===== config.mk =====
export PLATFORM = sky130hd
export DESIGN_NAME = ppfb_front
export DESIGN_NICKNAME = d
export VERILOG_FILES = /design/src/sv/ppfb_pkg.sv /design/src/sv/ppfb_front.sv
export SDC_FILE = /design/constraint.sdc
export NUM_CORES = 1
export LEC_CHECK = 0
export ABC_AREA = 1
export BUFFER_PORTS_ARGS = -buffer_cell sky130_fd_sc_hd__clkbuf_2
export CORE_ASPECT_RATIO = 0.7
export CORE_MARGIN = 2
export CORE_UTILIZATION = 52
export DETAILED_ROUTE_END_ITERATION = 12
export PLACE_DENSITY = 0.87
export SYNTH_ARGS = -nofsm -noshare
export SYNTH_HDL_FRONTEND = slang
export SYNTH_SLANG_ARGS = --single-unit
export TNS_END_PERCENT = 1

===== constraint.sdc =====
create_clock -name vclk -period 6.4
set_clock_uncertainty 0.15 [all_clocks]
set_input_delay 0.32 -clock vclk [all_inputs]
set_output_delay 0.32 -clock vclk [all_outputs]
set_load 0.005 [all_outputs]

===== src/sv/ppfb_pkg.sv =====
// Shared types, operation codes and constants for the page-packed frame buffer.
// Used by every module of the block; depends on nothing.
package ppfb_pkg;

  // default store geometry
  localparam int MAX_WIDTH_DEFAULT = 128;
  localparam int MAX_PAGES_DEFAULT = 8;

  // store index carried from front to back: page (3 bits) * width (8 bits) + column
  localparam int IDX_W = 11;

  // command queue between front and back
  localparam int QUEUE_DEPTH = 2;

  // register reset values
  localparam logic [7:0] WIDTH_RESET  = 8'd128;
  localparam logic [6:0] HEIGHT_RESET = 7'd64;

  // operation codes
  localparam logic [2:0] OP_WRITE_PIXEL = 3'd0;
  localparam logic [2:0] OP_WRITE_BYTE  = 3'd1;
  localparam logic [2:0] OP_MASKED_BYTE = 3'd2;
  localparam logic [2:0] OP_READ_BYTE   = 3'd3;
  localparam logic [2:0] OP_OR_BITS     = 3'd4;
  localparam logic [2:0] OP_CLEAR_ALL   = 3'd5;
  localparam logic [2:0] OP_TAKE_DIRTY  = 3'd6;

  // masks of the n low bits of a byte
  localparam logic [7:0] LOW_MASKS [8] = '{
    8'h00, 8'h01, 8'h03, 8'h07, 8'h0f, 8'h1f, 8'h3f, 8'h7f
  };

  // input word
  typedef struct packed {
    logic [2:0] operation;
    logic [7:0] x_pos;
    logic [7:0] y_pos;
    logic [7:0] data_byte;
    logic [7:0] mask_byte;
    logic [2:0] bit_count;
    logic       color;
  } in_word_t;

  // result word
  typedef struct packed {
    logic [7:0] read_data;
    logic       status;
    logic [7:0] dirty_pages;
  } out_word_t;

  // geometry in use, derived from the registers
  typedef struct packed {
    logic [7:0] width;
    logic [3:0] pages;
  } geom_t;

  // classified command handed from front to back
  typedef struct packed {
    logic [2:0]       op;
    logic             off;       // refused, nothing written
    logic             has_next;  // page below the addressed one is in use
    logic [2:0]       pg;
    logic [2:0]       sh;
    logic [IDX_W-1:0] idx0;
    logic [IDX_W-1:0] idx1;
    logic [7:0]       data;
    logic [7:0]       mask;
    logic             color;
  } cmd_t;

endpackage


===== src/sv/ppfb_front.sv =====
// Front end of the frame buffer: takes input words, checks bounds, computes store indexes.
// Depends on ppfb_pkg.
module ppfb_front (
  input  logic              in_valid,
  output logic              in_ready,
  input  ppfb_pkg::in_word_t in_word,
  input  ppfb_pkg::geom_t   geom,
  input  logic              q_full,
  input  logic              init_busy,
  output logic              push,
  output ppfb_pkg::cmd_t    push_word
);

  logic [4:0]                 pg_full;
  logic [2:0]                 sh;
  logic                       on_disp;
  logic                       has_next;
  logic                       unaligned_end;
  logic                       off;
  logic [ppfb_pkg::IDX_W-1:0] idx0;
  logic [ppfb_pkg::IDX_W-1:0] idx1;

  // handshake
  assign in_ready = !q_full && !init_busy;
  assign push     = in_valid && in_ready;

  // position decode
  assign pg_full = in_word.y_pos[7:3];
  assign sh      = in_word.y_pos[2:0];
  assign on_disp = (in_word.x_pos < geom.width) &&
                   (in_word.y_pos < {1'b0, geom.pages, 3'b000});
  assign has_next = ({1'b0, pg_full} + 6'd1) < {2'b00, geom.pages};
  assign unaligned_end = (sh != 3'd0) && !has_next;

  // store indexes of the addressed byte and the one in the next page
  assign idx0 = ppfb_pkg::IDX_W'(pg_full[2:0]) * ppfb_pkg::IDX_W'(geom.width)
              + ppfb_pkg::IDX_W'(in_word.x_pos);
  assign idx1 = idx0 + ppfb_pkg::IDX_W'(geom.width);

  // refusal check per operation
  always_comb begin
    if (in_word.operation inside {ppfb_pkg::OP_WRITE_BYTE, ppfb_pkg::OP_MASKED_BYTE}) begin
      off = !on_disp || unaligned_end;
    end else if (in_word.operation inside {ppfb_pkg::OP_WRITE_PIXEL,
                                           ppfb_pkg::OP_READ_BYTE,
                                           ppfb_pkg::OP_OR_BITS}) begin
      off = !on_disp;
    end else begin
      off = 1'b0;
    end
  end

  // command word
  always_comb begin
    push_word.op       = in_word.operation;
    push_word.off      = off;
    push_word.has_next = has_next;
    push_word.pg       = pg_full[2:0];
    push_word.sh       = sh;
    push_word.idx0     = on_disp ? idx0 : '0;
    push_word.idx1     = (on_disp && has_next) ? idx1 : '0;
    push_word.mask     = in_word.mask_byte;
    push_word.color    = in_word.color;
    if (in_word.operation == ppfb_pkg::OP_OR_BITS) begin
      push_word.data = in_word.data_byte & ppfb_pkg::LOW_MASKS[in_word.bit_count];
    end else begin
      push_word.data = in_word.data_byte;
    end
  end

endmodule


After elaboration in Yosys (flattened, before gate mapping):

Memory sizes are Yosys's and may differ from the RTL's.
Cells that the tools add are included.

* shift operators: 0
* divide/modulo/power cells: 0
* bitwise logic cells: 2
* add/sub/neg operators: 3
* reduce and logical (&&, ||, !) cells: 14
* muxes and demuxes: 7
* multipliers: 1
* $lt $le $gt $ge: 4
* eq/ne operators: 4

Operators with widths (count)
* two-way mux 8 bit: 3
* adder 11 x 8 -> 11 bit: 2
* two-way mux 11 bit: 2
* multiplier 3 x 8 -> 11 bit: 1
* bitwise AND 8 bit: 1
* < comparator 8 x 7 -> 1 bit: 1
* < comparator 8 bit: 1
* adder 5 x 1 -> 6 bit, second input constant: 1
* == test 3 x 2 -> 1 bit, second input constant: 2
* < comparator 6 x 4 -> 1 bit: 1
* nonzero test 3 bit: 2
* logical AND 1 bit: 5
* greater-or-equal comparator 4 bit, second input constant: 1
* zero test 1 bit: 4
* NOT 3 -> 4 bit: 1
* == test 3 x 1 -> 1 bit, second input constant: 1
* == test 3 bit, second input constant: 1
* zero test 3 bit: 1
* two-way mux 1 bit: 2
* nonzero test 2 bit: 1
* logical OR 1 bit: 1

* bits in latches: 0
* word-level logic and storage cells: 36
* memories kept: 1
* ROM bits: 64
* RAM bits: 0
* bits in registers: 0

Memories
* (no name shown): depth 8, bits a word 8, read ports 1, clocked after Yosys merged registers in 0, write ports 0, line ppfb_front.sv:65 `push_word.data = in_word.data_byte & ppfb_pkg::LOW_MASKS[in_word.bit_count];`

Longest topological paths before layout:

* depth in word-level cells: 6
* gate-level depth with buffers: 24
* depth with buffers taken out: 23

Worst setup path before layout:

Ideal clock, no wire load.

* path kind: input to output
* from: input port in_word[25] (netlist bit)
* to: output port push_word[27] (netlist bit)
* path slack: 2.263 ns
* stages on the path: 22
* required time: 5.930 ns
* arrival time: 3.667 ns
* cell sequence: buf_2 nand2_1 fa_1 inv_1 fa_1 inv_1 fa_1 inv_1 nand3_1 nand2_1 a31oi_1 xor2_1 inv_1 ha_1 nand2_1 nor2_1 nand3_1 nand2_1 nand3_1 nor2_2 nor2_1 nor2_2

RTL lines
* start: declaration: line ppfb_front.sv:6 `input ppfb_pkg::in_word_t in_word,`
* end: declaration: line ppfb_front.sv:11 `output ppfb_pkg::cmd_t push_word`

==> impl_metrics.ini <==
[critical_path]
crit_buf_inv = 6
critPathMaxFanout = 13
cpPeakStageDelay_ns = 0.55
cpLargestDelayFamily = adder cells
worstSetupEndpointType = output pin
crit_path_cell_trace = clkbuf_2, nand2_1, fa_1, inv_1, fa_1, inv_1, fa_1, inv_1, nand3_1, nand2_1, a31oi_1, xor2_1, inv_1, ha_1, nand2_1, nor2_1, nand3_1, nand2_1, nand3_1, nor2_2, nand2_1, nand2_1, nor2_2, clkbuf_2
startpoint_type = primary input
path_class = in -> out
cp_slowest_cell = fa_1
crit_top_cell = nand2_1
arrival_ns = 4.23
critPathRequiredTime_ns = 5.93

[power]
p_leak_nw = 1.845
p_total_mw = 0.4840
power_density_nw_per_um2 = 179.5
internal_power_mw = 0.1868
ir_worst_vdd_v = 0.0001404
switching_power_mw = 0.2973
power_frac_seq = 0
power.share.switching = 0.6142
pwr-share-clk = 0
combPwrFrac = 1.000

[sta]
fin_crit_sh = 0.7346
final-setup-viol-count = 0
worstMarginPinSlew_ns = 0.5887
timing.fmax_ghz = 0.2127
finalSetupTns_ns = 0
finalCriticalPeriod_ns = 4.701
rsz0062_at_grt = no
hold_viol_final = 0
max-slew-margin-rel = 0.6064
drv_slew = 0

[die]
rows = 20
die_w_um = 84.52
start_util = 0.5420
fp.dieH_um = 60.36
top_level_ports = 106
die_area_um2 = 5101
coreArea_um2 = 4354

[final_layout]
n_fill_cell = 434
area_delta_synth_final_pct = 14.26
finalNonFillerCells = 521
fin_area_um2 = 2696
finalNetCount = 573
n_antenna_cell = 0
nClkBuffers = 0
multi_input_comb_area_um2 = 1785
drive_gt1_frac = 0.2361
seq_area_um2 = 0
numSequentialCells = 0
final_util = 0.6193

[global_route]
antenna_found_initial = 0
grt_max_degree = 14
overflow = 0
grt_pass1_vias = 2334
grtUsageTotal = 0.2320
grt_pass1_wl_um = 9970

[flow_run]
drv_cap = 0

[routing]
wl_per_cell_um = 11.15
drt_iter0_markers = 135
wirelength_um = 5811
drc = 0
vias = 2503
drt-pass1-iter-count = 4
ant_nets = 0
vias_per_cell = 4.804

[clock_tree]
cts_setup_buffers = 0
holdBufCountCts = 0
cts-resized-gates = 0

[synth]
synth.most_common_cell = inv_1
synth_top_area_cell = ha_1
synth.avg_cell_area_um2 = 5.870
syn_area_um2 = 2360
syn-num-nets = 507
synth_top_area_frac = 0.1962
synth_common_cells = 103 x inv_1, 98 x nand2_1, 42 x nor2_1, 37 x ha_1, 21 x buf_4
netlist_instances = 402
ys_seq_area_frac = 0
ys_types = 28
ys_top_cells_by_area = ha_1 20%, inv_1 16%, nand2_1 16%, fa_1 12%, buf_4 6.7%
yosysWarnings = 0

[placed_design]
portBuffers = 88
detailed_place.area_um2 = 2696
gp_congestion = 0.9149
placedCellCount = 521
hpwl_um = 5144

[min_path]
hp-class = in -> out

[run_status]
status = completed
worst paths after layout:
check            end  slack, ns         from  depth (start not counted)
max    push_word[27]       1.70  in_word[25]                         24
min     push_word[0]       0.49   in_word[0]                          0
routing by layer:
layer	track usage	wire (um)	vias up	part of all wire
met5	0	0	-	0
met3	0.01361	409	4	0.070
li1	-	-	1308	-
met2	0.4196	2741	79	0.47
met1	0.3204	2629	1112	0.45
met4	0.03401	30	0	0.0052
per-stage QoR:
step	setup WS, ns	hold slack (ns)
3_3_place_gp	1.920	0.4900
5_1_grt	1.355	0.4900
3_5_place_dp	1.732	0.4900
2_1_floorplan	2.263	0.5169
6_report	1.699	0.4900
4_1_cts	1.723	0.4900
layout by cell type (no fill, tap or decap):
cell type	instances
nor2_2	5
a21oi_1	16
inv_2	4
ha_1	37
a31oi_1	2
xor2_1	8
a21oi_2	1
nand3_1	14
nor3b_1	1
nand4_1	2
clkbuf_2	88
fa_1	14
nor3_1	2
nand2_4	1
o21ai_0	4
nand3_2	4
xnor2_1	4
nor2_1	42
inv_1	103
o21ai_1	2
a21boi_0	3
nand2_2	7
o21bai_1	1
a211oi_1	1
nand2_1	98
nand3b_1	1
o31a_1	1
power by group through the flow:
| stage | Combinational (mW) | Clock [mW] | Sequential (mW) |
|---|---|---|---|
| final | 0.484 | 0 | 0 |
| after global routing | 0.558 | 0 | 0 |
| after CTS | 0.480 | 0 | 0 |
| after detailed placement | 0.476 | 0 | 0 |
| after global placement | 0.458 | 0 | 0 |
| after floorplan | 0.371 | 0 | 0 |
cell families (layout without fill, tap and decap cells):
kind of cell / after synthesis / after routing / share of synthesized area
xor gates and xnor gates: 12 / 12 / 0.04454
adders and majority gates: 51 / 51 / 0.3150
buffers and inverters: 131 / 195 / 0.2434
AOI/OAI and AO/OA: 31 / 31 / 0.07530
and+or+nand+nor: 177 / 177 / 0.3218
layout make-up:
class	instances	area share
multi-input cells	271	0.6622
repair buffers	88	0.1633
inverters	107	0.1490
well taps	55	0.02552
No activity file was read; power rests on OpenSTA's default activity.
