## config.mk

```make
export PLATFORM = sky130hd
export DESIGN_NAME = ppfb_queue
export DESIGN_NICKNAME = d
export VERILOG_FILES = /design/src/sv/ppfb_pkg.sv /design/src/sv/ppfb_queue.sv
export SDC_FILE = /design/constraint.sdc
export NUM_CORES = 1
export LEC_CHECK = 0
export ABC_AREA = 1
export BUFFER_PORTS_ARGS = -buffer_cell sky130_fd_sc_hd__buf_2
export CAP_MARGIN = 40
export CELL_PAD_IN_SITES_DETAIL_PLACEMENT = 1
export CELL_PAD_IN_SITES_GLOBAL_PLACEMENT = 1
export CORE_MARGIN = 2
export CORE_UTILIZATION = 40
export CTS_CLUSTER_SIZE = 30
export DETAILED_ROUTE_END_ITERATION = 7
export PLACE_DENSITY = 0.74
export SLEW_MARGIN = 20
export SYNTH_ARGS = -nofsm -noshare
export SYNTH_HDL_FRONTEND = slang
export SYNTH_SLANG_ARGS = --single-unit
```

## constraint.sdc

```tcl
create_clock -name clk -period 3.4 [get_ports clk]
set_input_delay 0.68 -clock clk [delete_from_list [all_inputs] [get_ports clk]]
set_output_delay 0.68 -clock clk [all_outputs]
set_load 0.05 [all_outputs]
```

## src/sv/ppfb_pkg.sv

```systemverilog
// Shared types, operation codes and constants for the page-packed frame buffer.
// Used by every module of the block; depends on nothing.
package ppfb_pkg;

  // default store geometry
  localparam int MAX_WIDTH_DEFAULT = 128;
  localparam int MAX_PAGES_DEFAULT = 8;

  // store index carried from front to back: page (3 bits) * width (8 bits) + column
  localparam int IDX_W = 11;

  // command queue between front and back
  localparam int QUEUE_DEPTH = 2;

  // register reset values
  localparam logic [7:0] WIDTH_RESET  = 8'd128;
  localparam logic [6:0] HEIGHT_RESET = 7'd64;

  // operation codes
  localparam logic [2:0] OP_WRITE_PIXEL = 3'd0;
  localparam logic [2:0] OP_WRITE_BYTE  = 3'd1;
  localparam logic [2:0] OP_MASKED_BYTE = 3'd2;
  localparam logic [2:0] OP_READ_BYTE   = 3'd3;
  localparam logic [2:0] OP_OR_BITS     = 3'd4;
  localparam logic [2:0] OP_CLEAR_ALL   = 3'd5;
  localparam logic [2:0] OP_TAKE_DIRTY  = 3'd6;

  // masks of the n low bits of a byte
  localparam logic [7:0] LOW_MASKS [8] = '{
    8'h00, 8'h01, 8'h03, 8'h07, 8'h0f, 8'h1f, 8'h3f, 8'h7f
  };

  // input word
  typedef struct packed {
    logic [2:0] operation;
    logic [7:0] x_pos;
    logic [7:0] y_pos;
    logic [7:0] data_byte;
    logic [7:0] mask_byte;
    logic [2:0] bit_count;
    logic       color;
  } in_word_t;

  // result word
  typedef struct packed {
    logic [7:0] read_data;
    logic       status;
    logic [7:0] dirty_pages;
  } out_word_t;

  // geometry in use, derived from the registers
  typedef struct packed {
    logic [7:0] width;
    logic [3:0] pages;
  } geom_t;

  // classified command handed from front to back
  typedef struct packed {
    logic [2:0]       op;
    logic             off;       // refused, nothing written
    logic             has_next;  // page below the addressed one is in use
    logic [2:0]       pg;
    logic [2:0]       sh;
    logic [IDX_W-1:0] idx0;
    logic [IDX_W-1:0] idx1;
    logic [7:0]       data;
    logic [7:0]       mask;
    logic             color;
  } cmd_t;

endpackage

```

## src/sv/ppfb_queue.sv

```systemverilog
// Two-entry command queue between the front and back of the frame buffer.
// Depends on ppfb_pkg.
module ppfb_queue (
  input  logic           clk,
  input  logic           rst,
  input  logic           push,
  input  ppfb_pkg::cmd_t push_word,
  output logic           full,
  output logic           head_valid,
  output ppfb_pkg::cmd_t head,
  input  logic           pop
);

  localparam int PTR_W = (ppfb_pkg::QUEUE_DEPTH > 1) ? $clog2(ppfb_pkg::QUEUE_DEPTH) : 1;
  localparam int CNT_W = $clog2(ppfb_pkg::QUEUE_DEPTH + 1);

  ppfb_pkg::cmd_t   entries [ppfb_pkg::QUEUE_DEPTH];
  logic [PTR_W-1:0] wr_ptr;
  logic [PTR_W-1:0] rd_ptr;
  logic [CNT_W-1:0] count;

  assign full       = (count == CNT_W'(ppfb_pkg::QUEUE_DEPTH));
  assign head_valid = (count != '0);
  assign head       = entries[rd_ptr];

  // storage
  always_ff @(posedge clk) begin
    if (push) begin
      entries[wr_ptr] <= push_word;
    end
  end

  // pointers and fill count
  always_ff @(posedge clk) begin
    if (rst) begin
      wr_ptr <= '0;
      rd_ptr <= '0;
      count  <= '0;
    end else begin
      if (push) begin
        wr_ptr <= (wr_ptr == PTR_W'(ppfb_pkg::QUEUE_DEPTH - 1)) ? '0 : wr_ptr + 1'b1;
      end
      if (pop) begin
        rd_ptr <= (rd_ptr == PTR_W'(ppfb_pkg::QUEUE_DEPTH - 1)) ? '0 : rd_ptr + 1'b1;
      end
      if (push && !pop) begin
        count <= count + 1'b1;
      end else if (pop && !push) begin
        count <= count - 1'b1;
      end
    end
  end

endmodule

```

Word-level counts from Yosys, hierarchy flattened
Memories as Yosys holds them, arrays and structs flattened. A register that Yosys moved wholly into a read port is not among the register bits.
Cells that the tools add are included.
{"block": "word_totals", "regBits": 4, "memories": 1, "in_bits": 54, "out_inout_bits": 52, "elab_cells": 23, "ram_bits": 100}
{"name": "entries", "depth": 2, "width": 50, "rd": 1, "rd_ports_with_merged_regs": 1, "write_ports": 1, "line_no": "ppfb_queue.sv:17", "source": "ppfb_pkg::cmd_t entries [ppfb_pkg::QUEUE_DEPTH];"}
{"block": "classes", "n_reduce_logical": 6, "addsub": 4, "eq_ne": 1, "muxes": 8}
{"op": "two-way mux 1 bit", "count": 6}
{"op": "two-way mux 2 bit", "count": 2}
{"op": "nonzero test 2 bit", "count": 2}
{"op": "adder 1 bit, second input constant", "count": 2}
{"op": "adder 2 x 1 -> 2 bit, second input constant", "count": 1}
{"op": "== test 2 bit, second input constant", "count": 1}
{"op": "logical AND 1 bit", "count": 2}
{"op": "logical NOT 1 bit", "count": 2}
{"op": "subtractor 2 x 1 -> 2 bit, second input constant", "count": 1}

Depth between registers and ports, before layout
{"block": "logic_depth", "word_depth": 4, "depth_mapped": 8, "mapped_depth_nobuf": 8}

Least setup slack after synthesis
Ideal clock, no wire load.
{"block": "synth_timing", "path_kind": "input -> register", "from": "in push", "to": "mem entries[0][0] (netlist bit), enable pin", "n_path_buf": 0, "setup_slack_ns": 0.121, "setup_ns": 0.459, "arrival_ns": 2.820, "cell_stages": 2, "required_ns": 2.941, "path_cell_list": "inv_1 > nor2_1"}
{"block": "synth_between", "elab_chain_cells": 2}
{"element": "start, declared", "line_no": "ppfb_queue.sv:6", "source": "input logic push,"}
{"element": "two-way mux 1 bit", "line_no": "ppfb_queue.sv:28", "source": "if (push) begin"}
{"element": "two-way mux 1 bit (not written as such)", "line_no": "ppfb_queue.sv:29", "source": "entries[wr_ptr] <= push_word;"}
{"element": "end, declared", "line_no": "ppfb_queue.sv:17"}
No other way between the ends.

==> impl_metrics.env <==
export IMPL_crit_type="reg2out"
export IMPL_grt_busiest_layer="met2"
export IMPL_clock_skew_ns=0.006572
export IMPL_ys_async_sr_fraction_pct=0
export IMPL_ant_nets=0
export IMPL_cts_max_path_buffers=2
export IMPL_synth_xor_area_share_pct=0.2141
export IMPL_synth_area_per_cell_sq_um=21.65
export IMPL_final_cell_mix="105 x buf_2, 100 x edfxtp_1, 50 x mux2_4"
export IMPL_hold_viol_final=0
export IMPL_clkLatencyLatePin_ns=0.35
export IMPL_layout_drive_gt1_share_pct=57.28
export IMPL_power_density_mw_per_mm2=590.5
export IMPL_core_area_sq_mm=0.009864
export IMPL_avgRoutedWirePerCell_um=16.10
export IMPL_antenna_found_initial=1
export IMPL_dp_cells=426
export IMPL_use_met2_pct=23.98
export IMPL_synth_top_family_by_area="multiplexers"
export IMPL_die_y_um=105.1
export IMPL_drc_errors=0
export IMPL_viasPerCell=4.498
export IMPL_via_count=1988
export IMPL_leakage_nw=2.005
export IMPL_synth_edf_count=100
export IMPL_first_pass_iters=4
export IMPL_cts_resized=0
export IMPL_grt_max_degree=34
export IMPL_min_path_type="in2reg"
export IMPL_critPathMaxFanout=33
export IMPL_maxSlewHeadroom_pct=62.86
export IMPL_cts_buffers=9
export IMPL_post_route_util_pct=50.43
export IMPL_r2r_slack_ns=1.81
export IMPL_portBuffers=105
export IMPL_maxCapViolCount=0
export IMPL_cts_tree="done"
export IMPL_synth_compound_area_share_pct=0.2446
export IMPL_mostFrequentLayoutCell="buf_2"
export IMPL_ios=106
export IMPL_final_cells=442
export IMPL_grtUsageTotal_pct=13.38
export IMPL_gr_usage_met1_pct=14.64
export IMPL_required_ns=2.72
export IMPL_synth_seq_cells=105
export IMPL_totalWireLength_mm=7.118
export IMPL_grt_pass1_vias=2181
export IMPL_synthAdderAreaFrac_pct=0.3058
export IMPL_yosys_warnings=0
export IMPL_htreeDepth=3
export IMPL_status="finished clean"
export IMPL_crit_chain="buf_16 -> mux2_4 -> buf_2"
export IMPL_gp_congestion=0.6678
export IMPL_dpl_hpwl_mm=4.980
export IMPL_fmax_ghz=0.4016
export IMPL_worstPathArrival_ns=1.81
export IMPL_final_nets=359
export IMPL_initial_utilization_pct=41.48
export IMPL_yosysUniqueCellTypes=15
export IMPL_finalPower_mw=2.937
export IMPL_die_area_sq_mm=0.01105
export IMPL_grt_pass1_wl_mm=11.10
export IMPL_cts_reportedPaths_clkPinSlew_ns=0.10
export IMPL_fp_row_count=36
export IMPL_worstMarginPinSlew_ns=0.5563
export IMPL_slew_viol_final=0
export IMPL_min_from="push_word[28]"
export IMPL_clock_root_buffer="clkbuf_8"
export IMPL_synth_seq_area_share_pct=75.84
export IMPL_grt_setup_unrepaired="no"
export IMPL_grt_ovfl_total=0
export IMPL_endpoint_kind="output port"
export IMPL_synth_main_ff_cell="edfxtp_1"
export IMPL_setup_viol=0
export IMPL_layout_setup_ws_ns=0.9101
export IMPL_crit_slowest_cell="dfxtp_4"
export IMPL_timing_rr_start="wr_ptr"
export IMPL_max_stage_delay_ns=0.59
export IMPL_pre_cts_slack_ns=1.253
export IMPL_worstSetupStartpointType="flip-flop"
export IMPL_finalCriticalPeriod_ns=2.490
export IMPL_syn_to_final_growth_pct=21.59
export IMPL_drt_iter0_markers=70
export IMPL_post_route_period_util_pct=73.23
export IMPL_final_setup_tns_ns=0
export IMPL_die_x_um=105.1
export IMPL_post_cts_buffers=0
export IMPL_met3_usage_pct=4.741
export IMPL_syn_instance_count=189
export IMPL_cts_hold_buf=0
export IMPL_yosys_area_share_simple_pct=1.498
export IMPL_vdd_ir_drop_worst_mv=0.2567
export IMPL_syn_area_sq_mm=0.004091
export IMPL_antennaDiodeCount=0
export IMPL_synth_nets=244
export IMPL_synth_mux_area_fraction_pct=18.35
export IMPL_numClockSinks=105
==> through the flow <==
stage                     instance area [sq um]  hold slack [ns]
after floorplan                            4091           0.4799
after global placement                     4713           0.4987
after detailed placement                   4741           0.5409
after CTS                                  4975           0.4913
after global routing                       4975           0.4836
final                                      4975           0.5098
==> cells by family after synthesis <==
| logic type | Yosys count |
|---|---|
| DFF | 105 |
| AOI/OAI and AO/OA | 2 |
| buffers and inverters | 15 |
| xor gates and xnor gates | 1 |
| and+or+nand+nor | 15 |
| muxes | 50 |
| adders and majority gates | 1 |
==> layer usage <==
layer | vias to the layer above | part of all wire, % | wire (um)
li1 | 945 | - | -
met1 | 976 | 39 | 2807
met2 | 56 | 53 | 3786
met3 | 9 | 6.2 | 441
met4 | 2 | 0.98 | 70
met5 | - | 0.18 | 13
==> worst max-delay path: cells and delay by family, from the launching register on <==
family                 cells  cell delay [ns]
flip-flops                 1             0.59
buffers and inverters      2             0.50
multiplexers               1             0.33
==> synthesized netlist by cell type (5+ instances only) <==
cell	count	area share [%]
nand2_1	6	0.55
buf_12	5	2.4
mux2_4	50	18
edfxtp_1	100	73
dfxtp_1	5	2.4
nor2_1	6	0.55
inv_1	9	0.83
==> cell type report <==
type	count	area [sq um]
Sequential cell	105	3107
Timing Repair Buffer	110	583.1
Tap cell	133	166.4
Clock inverter	6	106.4
Inverter	9	33.78
Multi-Input combinational cell	69	850.8
Fill cell	954	4890
Clock buffer	10	127.6
==> path summary, 6_finish.rpt <==
| path | end | depth (start not counted) |
|---|---|---|
| setup / recovery | head[2] | 3 |
| hold / removal | entries[0][28] | 1 |
| setup reg to reg | entries[1][18] | 3 |
| hold reg to reg | count[0] | 2 |
==> flip-flops by register name, indices dropped and copies added, names as in the netlist, named ones only <==
signal,count
rd_ptr,1
wr_ptr,1
entries,100
count,2
==> power by group <==
part	switching, mW	leakage (nW)	total, mW	internal (mW)
sequential	0.0312	0.981	1.52	1.49
clock	0.395	0.114	0.881	0.486
combinational	0.352	0.911	0.533	0.180
total	0.778	2.01	2.94	2.16
Note: power is estimated with default switching activity, not from simulation.
